<file path="src/rtl/imu7_pkg.sv">
`timescale 1ns / 1ps
`default_nettype none
// ----------------------------------------------------------------------------
// imu7_pkg
// Shared types and constants for the modified UTF-7 mailbox name decoder.
// ----------------------------------------------------------------------------
package imu7_pkg;

	localparam logic [7:0] CHAR_AMP  = 8'h26;
	localparam logic [7:0] CHAR_DASH = 8'h2D;
	localparam logic [7:0] CHAR_PLUS = 8'h2B;
	localparam logic [7:0] CHAR_COMMA = 8'h2C;

	localparam int unsigned CP_W = 21;

	localparam logic [5:0] SUR_HIGH_TAG = 6'b110110;
	localparam logic [5:0] SUR_LOW_TAG  = 6'b110111;
	localparam logic [CP_W-1:0] SUPP_BASE = 21'h10000;

	localparam logic [CP_W-1:0] LIM_1B = 21'h00007F;
	localparam logic [CP_W-1:0] LIM_2B = 21'h0007FF;
	localparam logic [CP_W-1:0] LIM_3B = 21'h00FFFF;

	localparam logic [7:0] LEAD_2B = 8'hC0;
	localparam logic [7:0] LEAD_3B = 8'hE0;
	localparam logic [7:0] LEAD_4B = 8'hF0;
	localparam logic [7:0] CONT_MARK = 8'h80;

	// what the back end has to do with one queued word
	typedef enum logic [1:0] {
		JOB_RAW  = 2'd0,
		JOB_CP   = 2'd1,
		JOB_MARK = 2'd2
	} job_kind_t;

	typedef struct packed {
		job_kind_t       kind;
		logic [CP_W-1:0] cp;    // raw byte sits in cp[7:0]
		logic            last;  // word came from the final byte of the name
	} job_t;

	typedef enum logic [2:0] {
		MODE_LIT = 3'b001,
		MODE_AMP = 3'b010,
		MODE_B64 = 3'b100
	} mode_t;

	typedef struct packed {
		logic       ok;
		logic [5:0] val;
	} b64_t;

	function automatic b64_t b64_decode(input logic [7:0] b);
		b64_t r;
		r.ok  = 1'b1;
		r.val = 6'd0;
		if (b >= 8'h41 && b <= 8'h5A) begin
			r.val = 6'(b - 8'h41);
		end else if (b >= 8'h61 && b <= 8'h7A) begin
			r.val = 6'(b - 8'h61 + 8'd26);
		end else if (b >= 8'h30 && b <= 8'h39) begin
			r.val = 6'(b - 8'h30 + 8'd52);
		end else if (b == CHAR_PLUS) begin
			r.val = 6'd62;
		end else if (b == CHAR_COMMA) begin
			r.val = 6'd63;
		end else begin
			r.ok = 1'b0;
		end
		return r;
	endfunction

endpackage
`default_nettype wire

</file>
<file path="src/rtl/imap_utf7_to_utf8_decoder_top.sv">
`timescale 1ns / 1ps
`default_nettype none
// ----------------------------------------------------------------------------
// imap_utf7_to_utf8_decoder_top
// IMAP modified UTF-7 mailbox name decoder, one encoded byte in, UTF-8 out.
// ----------------------------------------------------------------------------
// One encoded byte is taken per cycle whenever the job queue has room; the
// front end updates the escape/base64 state in that same cycle. Each byte
// that yields output places one job in a QUEUE_DEPTH-entry queue, and the
// serializer drains it at one output word per cycle while out_stall is low:
// a literal byte or an escaped '&' gives one word, a decoded code point 1 to
// 4 words, and a silent last byte of a name one end marker (byte_valid low).
// Input bytes that yield nothing do not use the queue. Sustained input rate
// is one byte per cycle when out_stall is low and each byte yields at most
// one output word; runs of multi-byte characters are bound by the serializer.
// ----------------------------------------------------------------------------
module imap_utf7_to_utf8_decoder_top #(
	parameter int unsigned QUEUE_DEPTH = 4
) (
	input  wire logic        clk,
	input  wire logic        arst_n,
	input  wire logic        in_valid,
	output logic             in_stall,
	input  wire logic [7:0]  in_byte,
	input  wire logic        end_of_name,
	output logic             out_valid,
	input  wire logic        out_stall,
	output logic [7:0]       out_byte,
	output logic             byte_valid,
	output logic             last_of_item,
	output logic             name_done
);

	logic            accept;
	logic            push;
	imu7_pkg::job_t  push_data;
	logic            pop;
	imu7_pkg::job_t  head;
	logic            head_valid;
	logic            full;

	assign in_stall = full;
	assign accept   = in_valid && !full;

	imu7_front u_front (
		.clk         (clk),
		.arst_n      (arst_n),
		.accept      (accept),
		.in_byte     (in_byte),
		.end_of_name (end_of_name),
		.push        (push),
		.push_data   (push_data)
	);

	imu7_fifo #(
		.DEPTH (QUEUE_DEPTH)
	) u_fifo (
		.clk        (clk),
		.arst_n     (arst_n),
		.push       (push),
		.push_data  (push_data),
		.pop        (pop),
		.head       (head),
		.head_valid (head_valid),
		.full       (full)
	);

	imu7_back u_back (
		.clk          (clk),
		.arst_n       (arst_n),
		.head         (head),
		.head_valid   (head_valid),
		.pop          (pop),
		.out_valid    (out_valid),
		.out_stall    (out_stall),
		.out_byte     (out_byte),
		.byte_valid   (byte_valid),
		.last_of_item (last_of_item),
		.name_done    (name_done)
	);

endmodule
`default_nettype wire

</file>
<file path="src/rtl/imu7_front.sv">
`timescale 1ns / 1ps
`default_nettype none
// ----------------------------------------------------------------------------
// imu7_front
// Takes one encoded byte per accepted cycle, tracks escape and base64 state,
// and produces one job per byte that has something to emit or ends a name.
// ----------------------------------------------------------------------------
module imu7_front (
	input  wire logic                 clk,
	input  wire logic                 arst_n,
	input  wire logic                 accept,
	input  wire logic [7:0]           in_byte,
	input  wire logic                 end_of_name,
	output logic                      push,
	output imu7_pkg::job_t            push_data
);

	imu7_pkg::mode_t               mode_q, mode_n;
	logic [21:0]                   buf_q, buf_n;
	logic [4:0]                    cnt_q, cnt_n;
	logic [imu7_pkg::CP_W-1:0]     cp_q, cp_n;

	logic                          run, lit, emit;
	logic [21:0]                   run_buf;
	logic [4:0]                    run_cnt;
	logic [imu7_pkg::CP_W-1:0]     run_cp;
	imu7_pkg::b64_t                dec;
	logic [21:0]                   sh_buf;
	logic [4:0]                    sh_cnt;
	logic [4:0]                    rem_cnt;
	logic [21:0]                   aligned;
	logic [15:0]                   unit;
	imu7_pkg::job_kind_t           kind;
	logic [imu7_pkg::CP_W-1:0]     job_cp;

	// a run starts from a clean buffer
	assign run_buf = (mode_q == imu7_pkg::MODE_AMP) ? '0 : buf_q;
	assign run_cnt = (mode_q == imu7_pkg::MODE_AMP) ? '0 : cnt_q;
	assign run_cp  = (mode_q == imu7_pkg::MODE_AMP) ? '0 : cp_q;

	assign dec     = imu7_pkg::b64_decode(in_byte);
	assign sh_buf  = {run_buf[15:0], dec.val};
	assign sh_cnt  = run_cnt + 5'd6;
	assign rem_cnt = sh_cnt - 5'd16;
	assign aligned = sh_buf >> rem_cnt;
	assign unit    = aligned[15:0];

	always_comb begin
		mode_n  = mode_q;
		buf_n   = buf_q;
		cnt_n   = cnt_q;
		cp_n    = cp_q;
		run     = 1'b0;
		lit     = 1'b0;
		emit    = 1'b0;
		kind    = imu7_pkg::JOB_RAW;
		job_cp  = {13'd0, in_byte};

		case (mode_q)
			imu7_pkg::MODE_LIT: begin
				lit = 1'b1;
			end
			imu7_pkg::MODE_AMP: begin
				if (in_byte == imu7_pkg::CHAR_DASH) begin
					mode_n = imu7_pkg::MODE_LIT;
					emit   = 1'b1;
					job_cp = {13'd0, imu7_pkg::CHAR_AMP};
				end else begin
					run     = 1'b1;
					buf_n   = '0;
					cnt_n   = '0;
					cp_n    = '0;
					mode_n  = imu7_pkg::MODE_B64;
				end
			end
			imu7_pkg::MODE_B64: begin
				run = 1'b1;
			end
			default: begin
				mode_n = imu7_pkg::MODE_LIT;
			end
		endcase

		if (run) begin
			if (dec.ok) begin
				buf_n = sh_buf;
				if (sh_cnt >= 5'd16) begin
					cnt_n = rem_cnt;
					if (unit[15:10] == imu7_pkg::SUR_HIGH_TAG) begin
						cp_n = {1'b0, unit[9:0], 10'd0};
					end else begin
						if (unit[15:10] == imu7_pkg::SUR_LOW_TAG) begin
							cp_n = run_cp + {11'd0, unit[9:0]} + imu7_pkg::SUPP_BASE;
						end else begin
							cp_n = {5'd0, unit};
						end
						emit   = 1'b1;
						kind   = imu7_pkg::JOB_CP;
						job_cp = cp_n;
					end
				end else begin
					cnt_n = sh_cnt;
				end
			end else begin
				// end of run, leftover bits dropped
				mode_n = imu7_pkg::MODE_LIT;
				if (in_byte != imu7_pkg::CHAR_DASH) begin
					lit = 1'b1;
				end
			end
		end

		if (lit) begin
			if (in_byte == imu7_pkg::CHAR_AMP) begin
				mode_n = imu7_pkg::MODE_AMP;
			end else begin
				mode_n = imu7_pkg::MODE_LIT;
				emit   = 1'b1;
				kind   = imu7_pkg::JOB_RAW;
				job_cp = {13'd0, in_byte};
			end
		end
	end

	assign push           = accept && (emit || end_of_name);
	assign push_data.kind = emit ? kind : imu7_pkg::JOB_MARK;
	assign push_data.cp   = job_cp;
	assign push_data.last = end_of_name;

	always_ff @(posedge clk or negedge arst_n) begin
		if (!arst_n) begin
			mode_q <= imu7_pkg::MODE_LIT;
			buf_q  <= '0;
			cnt_q  <= '0;
			cp_q   <= '0;
		end else if (accept) begin
			if (end_of_name) begin
				mode_q <= imu7_pkg::MODE_LIT;
				buf_q  <= '0;
				cnt_q  <= '0;
				cp_q   <= '0;
			end else begin
				mode_q <= mode_n;
				buf_q  <= buf_n;
				cnt_q  <= cnt_n;
				cp_q   <= cp_n;
			end
		end
	end

endmodule
`default_nettype wire

</file>
<file path="src/rtl/imu7_fifo.sv">
`timescale 1ns / 1ps
`default_nettype none
// ----------------------------------------------------------------------------
// imu7_fifo
// Small job queue between the classifying front end and the byte serializer.
// ----------------------------------------------------------------------------
module imu7_fifo #(
	parameter int unsigned DEPTH = 4
) (
	input  wire logic           clk,
	input  wire logic           arst_n,
	input  wire logic           push,
	input  wire imu7_pkg::job_t push_data,
	input  wire logic           pop,
	output imu7_pkg::job_t      head,
	output logic                head_valid,
	output logic                full
);

	localparam int unsigned AW = (DEPTH > 1) ? $clog2(DEPTH) : 1;
	localparam int unsigned CW = $clog2(DEPTH + 1);

	imu7_pkg::job_t    mem_q [DEPTH];
	logic [AW-1:0]     wr_ptr_q, rd_ptr_q;
	logic [CW-1:0]     count_q;

	function automatic logic [AW-1:0] ptr_inc(input logic [AW-1:0] p);
		return (p == AW'(DEPTH - 1)) ? '0 : p + AW'(1);
	endfunction

	assign head       = mem_q[rd_ptr_q];
	assign head_valid = (count_q != '0);
	assign full       = (count_q == CW'(DEPTH));

	always_ff @(posedge clk) begin
		if (push) begin
			mem_q[wr_ptr_q] <= push_data;
		end
	end

	always_ff @(posedge clk or negedge arst_n) begin
		if (!arst_n) begin
			wr_ptr_q <= '0;
			rd_ptr_q <= '0;
			count_q  <= '0;
		end else begin
			if (push) begin
				wr_ptr_q <= ptr_inc(wr_ptr_q);
			end
			if (pop) begin
				rd_ptr_q <= ptr_inc(rd_ptr_q);
			end
			if (push && !pop) begin
				count_q <= count_q + CW'(1);
			end else if (pop && !push) begin
				count_q <= count_q - CW'(1);
			end
		end
	end

endmodule
`default_nettype wire

</file>
<file path="src/rtl/imu7_back.sv">
`timescale 1ns / 1ps
`default_nettype none
// ----------------------------------------------------------------------------
// imu7_back
// Serializes queued jobs into UTF-8 bytes, one per cycle while out_stall is
// low, through an output register.
// ----------------------------------------------------------------------------
module imu7_back (
	input  wire logic           clk,
	input  wire logic           arst_n,
	input  wire imu7_pkg::job_t head,
	input  wire logic           head_valid,
	output logic                pop,
	output logic                out_valid,
	input  wire logic           out_stall,
	output logic [7:0]          out_byte,
	output logic                byte_valid,
	output logic                last_of_item,
	output logic                name_done
);

	logic [1:0]  idx_q;
	logic [1:0]  last_idx;
	logic [7:0]  cur_byte;
	logic        load;
	logic        at_end;

	logic        out_valid_q;
	logic [7:0]  out_byte_q;
	logic        byte_valid_q;
	logic        last_of_item_q;
	logic        name_done_q;

	// number of bytes minus one, and the byte at the current position
	always_comb begin
		last_idx = 2'd0;
		cur_byte = 8'd0;
		case (head.kind)
			imu7_pkg::JOB_RAW: begin
				cur_byte = head.cp[7:0];
			end
			imu7_pkg::JOB_CP: begin
				if (head.cp <= imu7_pkg::LIM_1B) begin
					last_idx = 2'd0;
					cur_byte = {1'b0, head.cp[6:0]};
				end else if (head.cp <= imu7_pkg::LIM_2B) begin
					last_idx = 2'd1;
					cur_byte = (idx_q == 2'd0)
						? (imu7_pkg::LEAD_2B | {3'd0, head.cp[10:6]})
						: (imu7_pkg::CONT_MARK | {2'd0, head.cp[5:0]});
				end else if (head.cp <= imu7_pkg::LIM_3B) begin
					last_idx = 2'd2;
					case (idx_q)
						2'd0:    cur_byte = imu7_pkg::LEAD_3B | {4'd0, head.cp[15:12]};
						2'd1:    cur_byte = imu7_pkg::CONT_MARK | {2'd0, head.cp[11:6]};
						default: cur_byte = imu7_pkg::CONT_MARK | {2'd0, head.cp[5:0]};
					endcase
				end else begin
					last_idx = 2'd3;
					case (idx_q)
						2'd0:    cur_byte = imu7_pkg::LEAD_4B | {5'd0, head.cp[20:18]};
						2'd1:    cur_byte = imu7_pkg::CONT_MARK | {2'd0, head.cp[17:12]};
						2'd2:    cur_byte = imu7_pkg::CONT_MARK | {2'd0, head.cp[11:6]};
						default: cur_byte = imu7_pkg::CONT_MARK | {2'd0, head.cp[5:0]};
					endcase
				end
			end
			default: begin
				// end marker
				cur_byte = 8'd0;
			end
		endcase
	end

	assign load   = head_valid && (!out_valid_q || !out_stall);
	assign at_end = (idx_q == last_idx);
	assign pop    = load && at_end;

	always_ff @(posedge clk or negedge arst_n) begin
		if (!arst_n) begin
			idx_q       <= '0;
			out_valid_q <= 1'b0;
		end else begin
			if (load) begin
				idx_q <= at_end ? 2'd0 : idx_q + 2'd1;
			end
			if (load) begin
				out_valid_q <= 1'b1;
			end else if (!out_stall) begin
				out_valid_q <= 1'b0;
			end
		end
	end

	always_ff @(posedge clk) begin
		if (load) begin
			out_byte_q     <= cur_byte;
			byte_valid_q   <= (head.kind != imu7_pkg::JOB_MARK);
			last_of_item_q <= at_end;
			name_done_q    <= at_end && head.last;
		end
	end

	assign out_valid    = out_valid_q;
	assign out_byte     = out_byte_q;
	assign byte_valid   = byte_valid_q;
	assign last_of_item = last_of_item_q;
	assign name_done    = name_done_q;

	a_idx_idle: assert property (@(posedge clk) disable iff (!arst_n)
		!head_valid |-> idx_q == 2'd0)
		else $error("serializer position not at zero with empty queue");

	a_idx_mb: assert property (@(posedge clk) disable iff (!arst_n)
		head_valid && idx_q != 2'd0 |-> head.kind == imu7_pkg::JOB_CP)
		else $error("multi-byte position on a single-byte job");

	a_done_last: assert property (@(posedge clk) disable iff (!arst_n)
		out_valid_q && name_done_q |-> last_of_item_q)
		else $error("name_done without last_of_item");

	a_marker: assert property (@(posedge clk) disable iff (!arst_n)
		out_valid_q && !byte_valid_q |-> last_of_item_q && name_done_q && out_byte_q == 8'd0)
		else $error("malformed end marker");

endmodule
`default_nettype wire
</file>
<file path="config.mk">
export PLATFORM = sky130hd
export DESIGN_NAME = imap_utf7_to_utf8_decoder_top
export DESIGN_NICKNAME = d
export VERILOG_FILES = /design/src/rtl/imu7_pkg.sv /design/src/rtl/imap_utf7_to_utf8_decoder_top.sv /design/src/rtl/imu7_front.sv /design/src/rtl/imu7_fifo.sv /design/src/rtl/imu7_back.sv
export SDC_FILE = /design/constraint.sdc
export NUM_CORES = 1
export LEC_CHECK = 0
export ABC_CLOCK_PERIOD_IN_PS = 12190
export BUFFER_PORTS_ARGS = -buffer_cell sky130_fd_sc_hd__buf_4
export CAP_MARGIN = 20
export CORE_MARGIN = 4
export CORE_UTILIZATION = 45
export CTS_BUF_LIST = sky130_fd_sc_hd__clkbuf_8
export CTS_CLUSTER_DIAMETER = 40
export DETAILED_ROUTE_END_ITERATION = 12
export GPL_ROUTABILITY_DRIVEN = 0
export PLACE_DENSITY = 0.62
export SKIP_CTS_REPAIR_TIMING = 1
export SYNTH_ARGS = -nofsm -noshare
export SYNTH_HDL_FRONTEND = slang
export SYNTH_SLANG_ARGS = --single-unit
export TNS_END_PERCENT = 5
</file>
<file path="constraint.sdc">
create_clock -name clk -period 12.19 [get_ports clk]
set_input_delay 0.6095 -clock clk [delete_from_list [all_inputs] [get_ports clk]]
set_output_delay 0.6095 -clock clk [all_outputs]
set_load 0.05 [all_outputs]
</file>
==> results of run 1 <==
-- worst min-delay path by stage --
| stage | from | end | slack [ns] | depth (start not counted) |
|---|---|---|---|---|
| final | arst_n | u_front.buf_q[15] | 0.21 | 1 |
| after global routing | arst_n | u_front.buf_q[5] | 0.25 | 1 |
| after CTS | arst_n | u_front.buf_q[15] | 0.22 | 1 |
| after detailed placement | u_front.cp_q[3] | u_front.cp_q[3] | 0.47 | 2 |
| after global placement | u_front.cp_q[3] | u_front.cp_q[3] | 0.46 | 2 |
| after floorplan | arst_n | u_back.idx_q[0] | 0.31 | 0 |
-- power by group through the flow --
stage	registers [mW]	logic, mW	clock network [mW]
floorplan	0.807	0.478	0
global placement	0.749	0.720	0
detailed placement	0.752	0.724	0
CTS	0.740	0.726	0.393
global route	0.749	0.789	0.417
finish	0.739	0.722	0.384
-- critical path, cell delays in order (launching register included) --
cell and delay [ns]:
dfrtp_1 0.90, inv_1 0.32, nor2_1 0.48, inv_1 0.17
ha_1 0.27, nand2b_1 0.17, o211ai_1 0.16, buf_4 0.27
mux2i_1 0.25, o21ai_0 0.14, a2111oi_0 0.80, nor3_1 0.19
ha_1 0.39, o21a_1 0.13, a21oi_1 0.09, o21ai_0 0.30
a21oi_1 0.11, o21ai_0 0.20, o211ai_1 0.23, a211oi_1 0.49
xnor2_1 0.17, a21oi_1 0.08, nor3_1 0.39
-- cells in the mapped netlist, drive strengths merged (7+ instances only) --
cell type,n
xnor2,15
a211oi,7
mux2i,14
nor3,21
ha,31
a31oi,13
nor2,61
dfrtp,54
edfxtp,107
nand2b,12
o22ai,8
clkbuf,39
o21ai,77
mux2,13
o211ai,11
and3,10
a2111oi,7
mux4,32
xor2,12
a22oi,7
or3,9
buf,19
a22o,10
nand3,21
a221oi,7
and2,26
a21o,9
o21a,7
a21oi,67
nand2,101
inv,26
nor2b,8
-- per-layer routing --
metal  global-route usage [%]  part of all wire (%)  up-vias
met1                     31.1                    46     3823
met5                        0                     0        -
met3                     3.53                   5.2       45
met2                     33.8                    46      269
li1                         -                     -     3666
met4                     6.76                   2.2        0
-- layout make-up --
type / count / area, µm²
clock buffers: 17 / 234
clock inverters: 15 / 149
fillers: 2034 / 11000
inverters: 26 / 103
multi-input cells: 713 / 5110
flip-flops and latches: 162 / 4590
well taps: 280 / 350
repair buffers: 42 / 315
-- per-stage QoR --
step           hold slack [ns]  instances  power [mW]  setup WS [ns]  area [µm²]
3_5_place_dp             0.469       1223        1.48           5.43       10500
6_report                 0.210       1255        1.84           5.23       10900
4_1_cts                  0.224       1255        1.86           5.38       10900
3_3_place_gp             0.462       1223        1.47           5.62       10500
2_1_floorplan            0.314        959        1.28           5.83       10100
5_1_grt                  0.253       1255        1.96           4.59       10900
-- state kept, by name, indices dropped and copies added (netlist names) --
name / flops
u_back.out_byte: 8
u_back.byte_valid: 1
u_back.idx_q: 2
u_front.buf_q: 16
u_front.cnt_q: 5
u_back.name_done: 1
u_fifo.mem_q: 96
u_back.out_valid: 1
u_fifo.rd_ptr_q: 2
u_front.cp_q: 21
u_back.last_of_item: 1
u_fifo.wr_ptr_q: 2
u_front.mode_q: 3
u_fifo.count_q: 3
-- logic make-up after synthesis --
kind of cell,after synthesis,synth area share (%)
XOR/XNOR,27,2.35
flip-flops,162,45.6
adder cells (fa/ha/maj),34,4.35
AND/OR/NAND/NOR,303,14.9
multiplexers,59,10.1
AO/OA/AOI/OAI,290,19.1
buffers and inverters,84,3.62
==> results.json, run 1 <==
{
  "grt_pass1_vias": 7460,
  "wire_per_inst_um": 20.6,
  "seq_area_frac_synth_pct": 45.6,
  "overflow": 0,
  "ys_warn_count": 0,
  "hpwl_um": 18600,
  "critPathLaunch": "u_front.cnt_q[1]",
  "power.density_mw_per_mm2": 170,
  "layout_common_cells": "edfxtp_1 (107), nand2_1 (101), o21ai_0 (71), a21oi_1 (67), nor2_1 (61)",
  "p_sw_share_pct": 39.3,
  "criticalPathCategory": "register to register",
  "initialDrtViolationCount": 767,
  "leakage_nw": 4.00,
  "fin_skew_ns": 0.0177,
  "via_per_inst": 6.22,
  "ys_dominant_reg_cell": "edfxtp_1",
  "maxCapViolations": 0,
  "comb_power_share_pct": 39.1,
  "cp.arrival_ns": 7.17,
  "setup_tns_ns": 0,
  "hold_viol_final": 0,
  "clkPwrFrac_pct": 20.8,
  "grt_max_degree": 56,
  "clk_pin_slew_worst_paths_ns": 0.10,
  "drv_slew": 0,
  "timing.rr.end": "u_fifo.mem_q[1][16]",
  "final_nets": 1008,
  "p_switching_mw": 0.725,
  "syn_avg_cell_area_um2": 10.5,
  "synth_cells": 959,
  "die_y_um": 158,
  "worst_pin_slew_ns": 0.878,
  "area_growth_pct": 7.82,
  "antenna_found_initial": 0,
  "numCtsBuffers": 17,
  "power.internal_mw": 1.12,
  "vias": 7803,
  "rsz0062_at_grt": "no",
  "post-route-util_pct": 49.6,
  "yosysTopAreaCellShare_pct": 31.9,
  "start_util_pct": 46.0,
  "seqPwrFrac_pct": 40.1,
  "drive_gt1_share_pct": 14.2,
  "cts_sinks": 162,
  "crit_path_start_kind": "register",
  "drc": 0,
  "path_max_fanout": 26,
  "period_needed_ns": 6.96,
  "setup_violations": 0,
  "fin_crit_sh_pct": 57.1,
  "insertedDiodeCount": 0,
  "peakVddDrop_mv": 0.0819,
  "core_mm2": 0.0219,
  "numPortBuffers": 25,
  "r2r_cells": 22,
  "synthTopCellsByArea": "edfxtp_1 (32%), dfrtp_1 (13%), mux4_2 (7.2%)",
  "cts_tree": "done",
  "drt_pre_antenna_iters": 5,
  "worstSetupEndpointType": "register",
  "insertion_delay_ns": 0.47,
  "hold_class": "input port to async pin",
  "fmax_mhz": 144,
  "detail_route.wirelength_um": 25900,
  "cts-root-buf": "clkbuf_8",
  "rrSetupSlack_ns": 5.23,
  "syn_area_mm2": 0.0101,
  "final_common_cell": "edfxtp_1",
  "r2r_start": "u_front.cnt_q[1]",
  "clock_path_buffers": 2,
  "crit_end": "u_fifo.mem_q[1][16]",
  "ant_nets": 0,
  "synth_edf_count": 107,
  "grt_pass1_wl_um": 41700,
  "track_usage_pct": 21.6,
  "status": "finished, final reports clean",
  "htree_levels": 4,
  "crit_required_ns": 12.40,
  "ios": 26,
  "synth_cell_types": 83,
  "async_reset_ff_share_pct": 34.0,
  "synth_top_cell_by_area": "edfxtp_1",
  "die_area_mm2": 0.0248,
  "synth_nets": 1005,
  "relSlewSlack_pct": 39.9,
  "rows": 54,
  "die_width_um": 158,
  "ys_ff_latch": 162
}
No activity file was read; power rests on OpenSTA's default activity.
==> inputs of run 2 (changes only) <==
--- a/config.mk
+++ b/config.mk
@@ -5,7 +5,8 @@
 export SDC_FILE = /design/constraint.sdc
 export NUM_CORES = 1
 export LEC_CHECK = 0
-export ABC_CLOCK_PERIOD_IN_PS = 12190
+export ABC_AREA = 1
+export ABC_CLOCK_PERIOD_IN_PS = 7000
 export BUFFER_PORTS_ARGS = -buffer_cell sky130_fd_sc_hd__buf_4
 export CAP_MARGIN = 20
 export CORE_MARGIN = 4
==> constraint.sdc (replaced) <==
create_clock -name clk -period 7 [get_ports clk]
set_input_delay 0.35 -clock clk [delete_from_list [all_inputs] [get_ports clk]]
set_output_delay 0.35 -clock clk [all_outputs]
set_load 0.05 [all_outputs]
==> results.json, run 2 <==
{
  "period_needed_ns": 5.49,
  "synth_nets": 1407,
  "seq_area_frac_synth_pct": 43.6,
  "dp_cells": 1659,
  "met3_usage_pct": 4.57,
  "antenna_found_initial": 0,
  "peakVddDrop_mv": 0.181,
  "worst_pin_slew_ns": 0.985,
  "clk_pin_slew_worst_paths_ns": 0.10,
  "synth_edf_count": 107,
  "r2r_start": "u_front.mode_q[0]",
  "final_cell_area_mm2": 0.0114,
  "die_y_um": 161,
  "synthXorXnorAreaFrac_pct": 1.40,
  "synthAdderAreaFrac_pct": 4.07,
  "dpl-instance-area_mm2": 0.0109,
  "cts_tree": "done",
  "ys_warn_count": 0,
  "grtUsageMet1_pct": 29.7,
  "grt_pass1_vias": 8731,
  "syn_area_mm2": 0.0105,
  "grt_pass1_wl_um": 46500,
  "final_nets": 1412,
  "vias": 9393,
  "ys_dominant_reg_cell": "edfxtp_1",
  "ios": 26,
  "overflow": 0,
  "cp.arrival_ns": 5.62,
  "status": "finished, final reports clean",
  "dp_slack_ns": 1.60,
  "rows": 55,
  "detail_route.wirelength_um": 28500,
  "synth_common_cells": "nand2_1 (348), inv_1 (162), o21ai_0 (136), nor2_1 (117), edfxtp_1 (107)",
  "area_growth_pct": 7.95,
  "drc": 0,
  "synth_top_cell_by_area": "edfxtp_1",
  "setup_slack_ns": 1.51,
  "setup_violations": 0,
  "synth_top_family_by_area": "simple AND/OR/NAND/NOR gates",
  "instances_no_fill": 1692,
  "numCtsBuffers": 17,
  "criticalPathCategory": "register to register",
  "fillers": 2246,
  "relSlewSlack_pct": 34.3,
  "via_per_inst": 5.55,
  "setup_tns_ns": 0,
  "drive_gt1_share_pct": 8.70,
  "fin_skew_ns": 0.0222,
  "rsz0062_at_grt": "no",
  "synthTopCellsByArea": "edfxtp_1 (31%), dfrtp_1 (13%), nand2_1 (12%)",
  "layout_common_cells": "nand2_1 (348), inv_1 (162), o21ai_0 (136), nor2_1 (112), edfxtp_1 (107)",
  "fmax_mhz": 182,
  "p_total_mw": 3.27,
  "crit_path_start_kind": "register",
  "die_width_um": 161,
  "hpwl_um": 21000,
  "synth_cell_types": 58,
  "htree_levels": 4,
  "final_common_cell": "nand2_1",
  "use_met2_pct": 37.3,
  "synth_compound_area_share_pct": 18.1,
  "regMostFlops": "u_fifo.mem_q",
  "core_mm2": 0.0228,
  "synthMuxAreaShare_pct": 0.297,
  "hold_path.startpoint": "out_stall",
  "largest_reg_flops": 96,
  "leakage_nw": 4.77,
  "whs_endpoint": "u_back.out_valid",
  "async_reset_ff_share_pct": 34.0,
  "post_synth_and_or_nand_nor_area_fraction_pct": 23.7,
  "path_max_fanout": 25,
  "yosysMostFrequentCell": "nand2_1",
  "insertedDiodeCount": 0,
  "whs_ns": 0.115,
  "timing.rr.end": "u_fifo.mem_q[3][8]",
  "numPortBuffers": 25,
  "drt_pre_antenna_iters": 6,
  "syn_avg_cell_area_um2": 7.73,
  "rrSetupSlack_ns": 1.51,
  "start_util_pct": 46.0,
  "hold_viol_final": 0,
  "crit_required_ns": 7.13,
  "cts-root-buf": "clkbuf_8",
  "power.density_mw_per_mm2": 288,
  "track_usage_pct": 22.3,
  "grt_busiest_layer": "met2",
  "cts_sinks": 162,
  "insertion_delay_ns": 0.46,
  "hold_depth": 3,
  "initialDrtViolationCount": 826,
  "ys_ff_latch": 162,
  "synth_cells": 1361,
  "drv_slew": 0,
  "worstSetupEndpointType": "register",
  "die_area_mm2": 0.0259,
  "fin_crit_sh_pct": 78.4,
  "grt_max_degree": 56,
  "clock_path_buffers": 2,
  "largestRegisters": "u_fifo.mem_q (96), u_front.cp_q (21), u_front.buf_q (16)",
  "ant_nets": 0,
  "wire_per_inst_um": 16.8,
  "hold_class": "input port to register",
  "r2r_cells": 22,
  "yosysTopAreaCellShare_pct": 30.5,
  "maxCapViolations": 0,
  "post-route-util_pct": 49.7
}
run 2: changes by cell type after synthesis, sizes merged, moves of 15 or more:
| cell | change |
|---|---|
| mux4 | -32 |
| o22ai | +23 |
| nand3 | +61 |
| a32o | +15 |
| o21ai | +79 |
| clkbuf | -17 |
| and2 | -26 |
| nand2 | +260 |
| nor2 | +64 |
| inv | +149 |
run 2: cell type report:
class,count,area [µm²],share of cell area [%]
Timing Repair Buffer,37,280,2.47
Inverter,179,676,5.95
Clock inverter,15,166,1.47
Sequential cell,162,4590,40.4
Multi-Input combinational cell,969,5020,44.2
Clock buffer,17,234,2.06
Tap cell,313,392,3.45
run 2: how the worst max path moves through the flow:
stage / startpoint / to / slack [ns] / depth (start not counted)
detailed placement: u_front.mode_q[0] / u_fifo.count_q[1] / 1.60 / 20
floorplan: u_front.mode_q[0] / u_fifo.mem_q[0][0] / 2.76 / 20
CTS: u_front.mode_q[0] / u_fifo.count_q[1] / 1.62 / 20
global placement: u_front.mode_q[0] / u_fifo.count_q[2] / 1.72 / 23
finish: u_front.mode_q[0] / u_fifo.mem_q[3][8] / 1.51 / 22
global route: u_front.mode_q[0] / u_fifo.mem_q[3][8] / 0.97 / 22
run 2: power by group:
part / switching (mW) / internal [mW] / total (mW)
clock network: 0.405 / 0.269 / 0.673
logic: 0.908 / 0.396 / 1.30
registers: 0.0656 / 1.23 / 1.30
run 2: cell families (layout without fill, tap and decap cells):
kind of cell | count (synthesis) | in the layout
AO/OA/AOI/OAI | 323 | 323
XOR/XNOR | 16 | 16
adder cells (fa/ha/maj) | 33 | 33
buffers and inverters | 230 | 248
flip-flops | 162 | 162
multiplexers | 3 | 3
AND/OR/NAND/NOR | 594 | 594
run 2: worst max-delay path: stages, from the launching register on:
cell,delay (ns)
dfstp_2,0.54
inv_2,0.06
nand3_4,0.21
nand2_1,0.42
ha_1,0.86
inv_1,0.41
nand2_1,0.16
o21ai_0,0.12
o21ai_0,0.18
o21ai_0,0.11
a21o_1,0.22
inv_1,0.12
ha_1,0.16
a21oi_1,0.07
o21ai_0,0.23
a21o_1,0.17
nand3_1,0.09
nand3_1,0.11
nand2_1,0.10
nand2_1,0.07
nand2_1,0.05
o221ai_1,0.43
o21ai_0,0.29
run 2: layer usage:
metal	part of all wire (%)	up-vias	wire, µm
li1	-	4609	-
met1	44	4416	12500
met2	48	329	13700
met3	6.2	39	1770
met4	1.8	0	510
met5	0	-	0
==> inputs of run 3 (changes only) <==
--- a/config.mk
+++ b/config.mk
@@ -6,7 +6,7 @@
 export NUM_CORES = 1
 export LEC_CHECK = 0
 export ABC_AREA = 1
-export ABC_CLOCK_PERIOD_IN_PS = 7000
+export ABC_CLOCK_PERIOD_IN_PS = 4650
 export BUFFER_PORTS_ARGS = -buffer_cell sky130_fd_sc_hd__buf_4
 export CAP_MARGIN = 20
 export CORE_MARGIN = 4
@@ -15,7 +15,7 @@
 export CTS_CLUSTER_DIAMETER = 40
 export DETAILED_ROUTE_END_ITERATION = 12
 export GPL_ROUTABILITY_DRIVEN = 0
-export PLACE_DENSITY = 0.62
+export PLACE_DENSITY = 0.64
 export SKIP_CTS_REPAIR_TIMING = 1
 export SYNTH_ARGS = -nofsm -noshare
 export SYNTH_HDL_FRONTEND = slang
==> constraint.sdc (replaced) <==
create_clock -name clk -period 4.65 [get_ports clk]
set_input_delay 0.2325 -clock clk [delete_from_list [all_inputs] [get_ports clk]]
set_output_delay 0.2325 -clock clk [all_outputs]
set_load 0.05 [all_outputs]
==> results.json, run 3 (synthesis gave the netlist of run 2 again) <==
{
  "leakage_nw": 4.94,
  "largest_reg_flops": 96,
  "core_mm2": 0.0228,
  "initialDrtViolationCount": 795,
  "violations": "negative hold slack",
  "cts-root-buf": "clkbuf_8",
  "crit_end": "u_fifo.mem_q[0][15]",
  "crit_required_ns": 4.91,
  "setup_violations": 0,
  "p_total_mw": 5.07,
  "setup_slack_ns": 0.260,
  "hold_class": "input port to register",
  "track_usage_pct": 22.4,
  "detail_route.wirelength_um": 28900,
  "status": "finished, violations left",
  "worst_pin_slew_ns": 0.777,
  "final_common_cell": "nand2_1",
  "fin_skew_ns": 0.0281,
  "maxCapViolations": 0,
  "start_util_pct": 46.0,
  "timing.rr.end": "u_fifo.mem_q[0][15]",
  "crit_path_start_kind": "register",
  "path_max_fanout": 15,
  "clock_path_buffers": 2,
  "drt_pre_antenna_iters": 5,
  "final_nets": 1444,
  "overflow": 0,
  "drv_slew": 0,
  "clk_pin_slew_worst_paths_ns": 0.10,
  "vias": 9513,
  "drc": 0,
  "r2r_start": "u_front.mode_q[0]",
  "cts_sinks": 162,
  "setup_tns_ns": 0,
  "hold_viol_final": 1,
  "regArea_mm2": 0.00459,
  "rsz0062_at_grt": "yes",
  "cp.arrival_ns": 4.65,
  "regMostFlops": "u_fifo.mem_q",
  "multi_input_area_mm2": 0.00503,
  "via_per_inst": 5.52,
  "criticalPathCategory": "register to register",
  "ant_nets": 0,
  "layout_common_cells": "nand2_1 (347), inv_1 (161), o21ai_0 (133), nor2_1 (109), edfxtp_1 (107)",
  "r2r_cells": 26,
  "critPathLaunch": "u_front.mode_q[0]",
  "period_needed_ns": 4.39,
  "dp_cells": 1690,
  "die_width_um": 161,
  "die_area_mm2": 0.0259,
  "grt_max_degree": 56,
  "whs_ns": -0.00265,
  "antenna_found_initial": 0,
  "numCtsBuffers": 17,
  "instances_no_fill": 1724,
  "dp_slack_ns": 0.0916,
  "peakVddDrop_mv": 0.283,
  "wire_per_inst_um": 16.8,
  "power.density_mw_per_mm2": 434,
  "worstSetupEndpointType": "register",
  "fillers": 2220,
  "drive_gt1_share_pct": 11.2,
  "fin_crit_sh_pct": 94.4,
  "insertion_delay_ns": 0.47,
  "grt_pass1_wl_um": 47100,
  "fmax_mhz": 228,
  "htree_levels": 4,
  "ios": 26,
  "die_y_um": 161,
  "insertedDiodeCount": 0,
  "grt_pass1_vias": 8997,
  "cts_tree": "done",
  "hpwl_um": 21100,
  "rrSetupSlack_ns": 0.26,
  "relSlewSlack_pct": 48.2,
  "rows": 55,
  "area_growth_pct": 11.1,
  "largestRegisters": "u_fifo.mem_q (96), u_front.cp_q (21), u_front.buf_q (16)",
  "numPortBuffers": 25
}
-- run 3: cell types whose count changed in the layout (fill, tap and decap cells not counted), moves of 2 or more --
cell	change
o21ai_0	-3
buf_12	+4
clkinv_4	-2
buf_4	+27
nor2_1	-3
o21ai_1	+2
nor2_2	+3
-- run 3: report_power, final --
group	leakage [nW]	switching, mW	internal, mW
Clock	0.209	0.652	0.417
Combinational	2.98	1.43	0.645
Sequential	1.75	0.0804	1.85
-- run 3: worst min path at each step --
stage	from	end	slack, ns	cells after the start
global placement	arst_n	u_front.buf_q[9]	0.36	1
CTS	arst_n	u_front.buf_q[9]	-0.17	1
detailed placement	arst_n	u_front.buf_q[9]	0.36	1
global route	out_stall	u_back.out_valid	0.01	3
finish	out_stall	u_back.out_valid	-0.003	3
floorplan	arst_n	u_back.idx_q[0]	-0.06	0
-- run 3: layer usage --
metal,global-route usage (%),wire [µm],vias up
met5,0,0,-
met2,36.4,13400,360
li1,-,-,4671
met4,7.13,674,0
met1,30.7,12800,4428
met3,3.64,2010,54
-- run 3: per-stage QoR --
step / utilization (%) / hold slack (ns) / area, µm²
finish: 51.1 / -0.00265 / 11700
global route: 51.1 / 0.0113 / 11700
floorplan: - / -0.0631 / 10500
CTS: 51.0 / -0.174 / 11600
detailed placement: 49.1 / 0.358 / 11200
global placement: 49.1 / 0.358 / 11200
-- run 3: worst max-delay path, cell delays in order (launching register included) --
cell and delay [ns]:
dfstp_2 0.55, inv_2 0.07, nand3_4 0.22, nand2_1 0.11
buf_4 0.16, inv_1 0.31, nand2_1 0.10, nand2_1 0.07
inv_1 0.06, nand2_1 0.05, o21ai_0 0.11, nand2_1 0.08
nand3_1 0.08, nand2_1 0.17, inv_1 0.07, ha_1 0.23
fa_1 0.42, a31oi_1 0.25, o21bai_1 0.09, nand2_1 0.08
nand2_2 0.08, nand3_2 0.09, nand2_2 0.08, nand2_2 0.10
nand2_1 0.05, a31o_2 0.24, nor2_1 0.25
-- run 3: final cells by class --
| cell class | instances | area share, % |
|---|---|---|
| multi-input cells | 969 | 43.1 |
| flip-flops and latches | 162 | 39.3 |
| inverters | 179 | 5.81 |
| repair buffers | 69 | 4.90 |
| well taps | 313 | 3.35 |
| clock buffers | 17 | 2.00 |
| clock inverters | 15 | 1.55 |
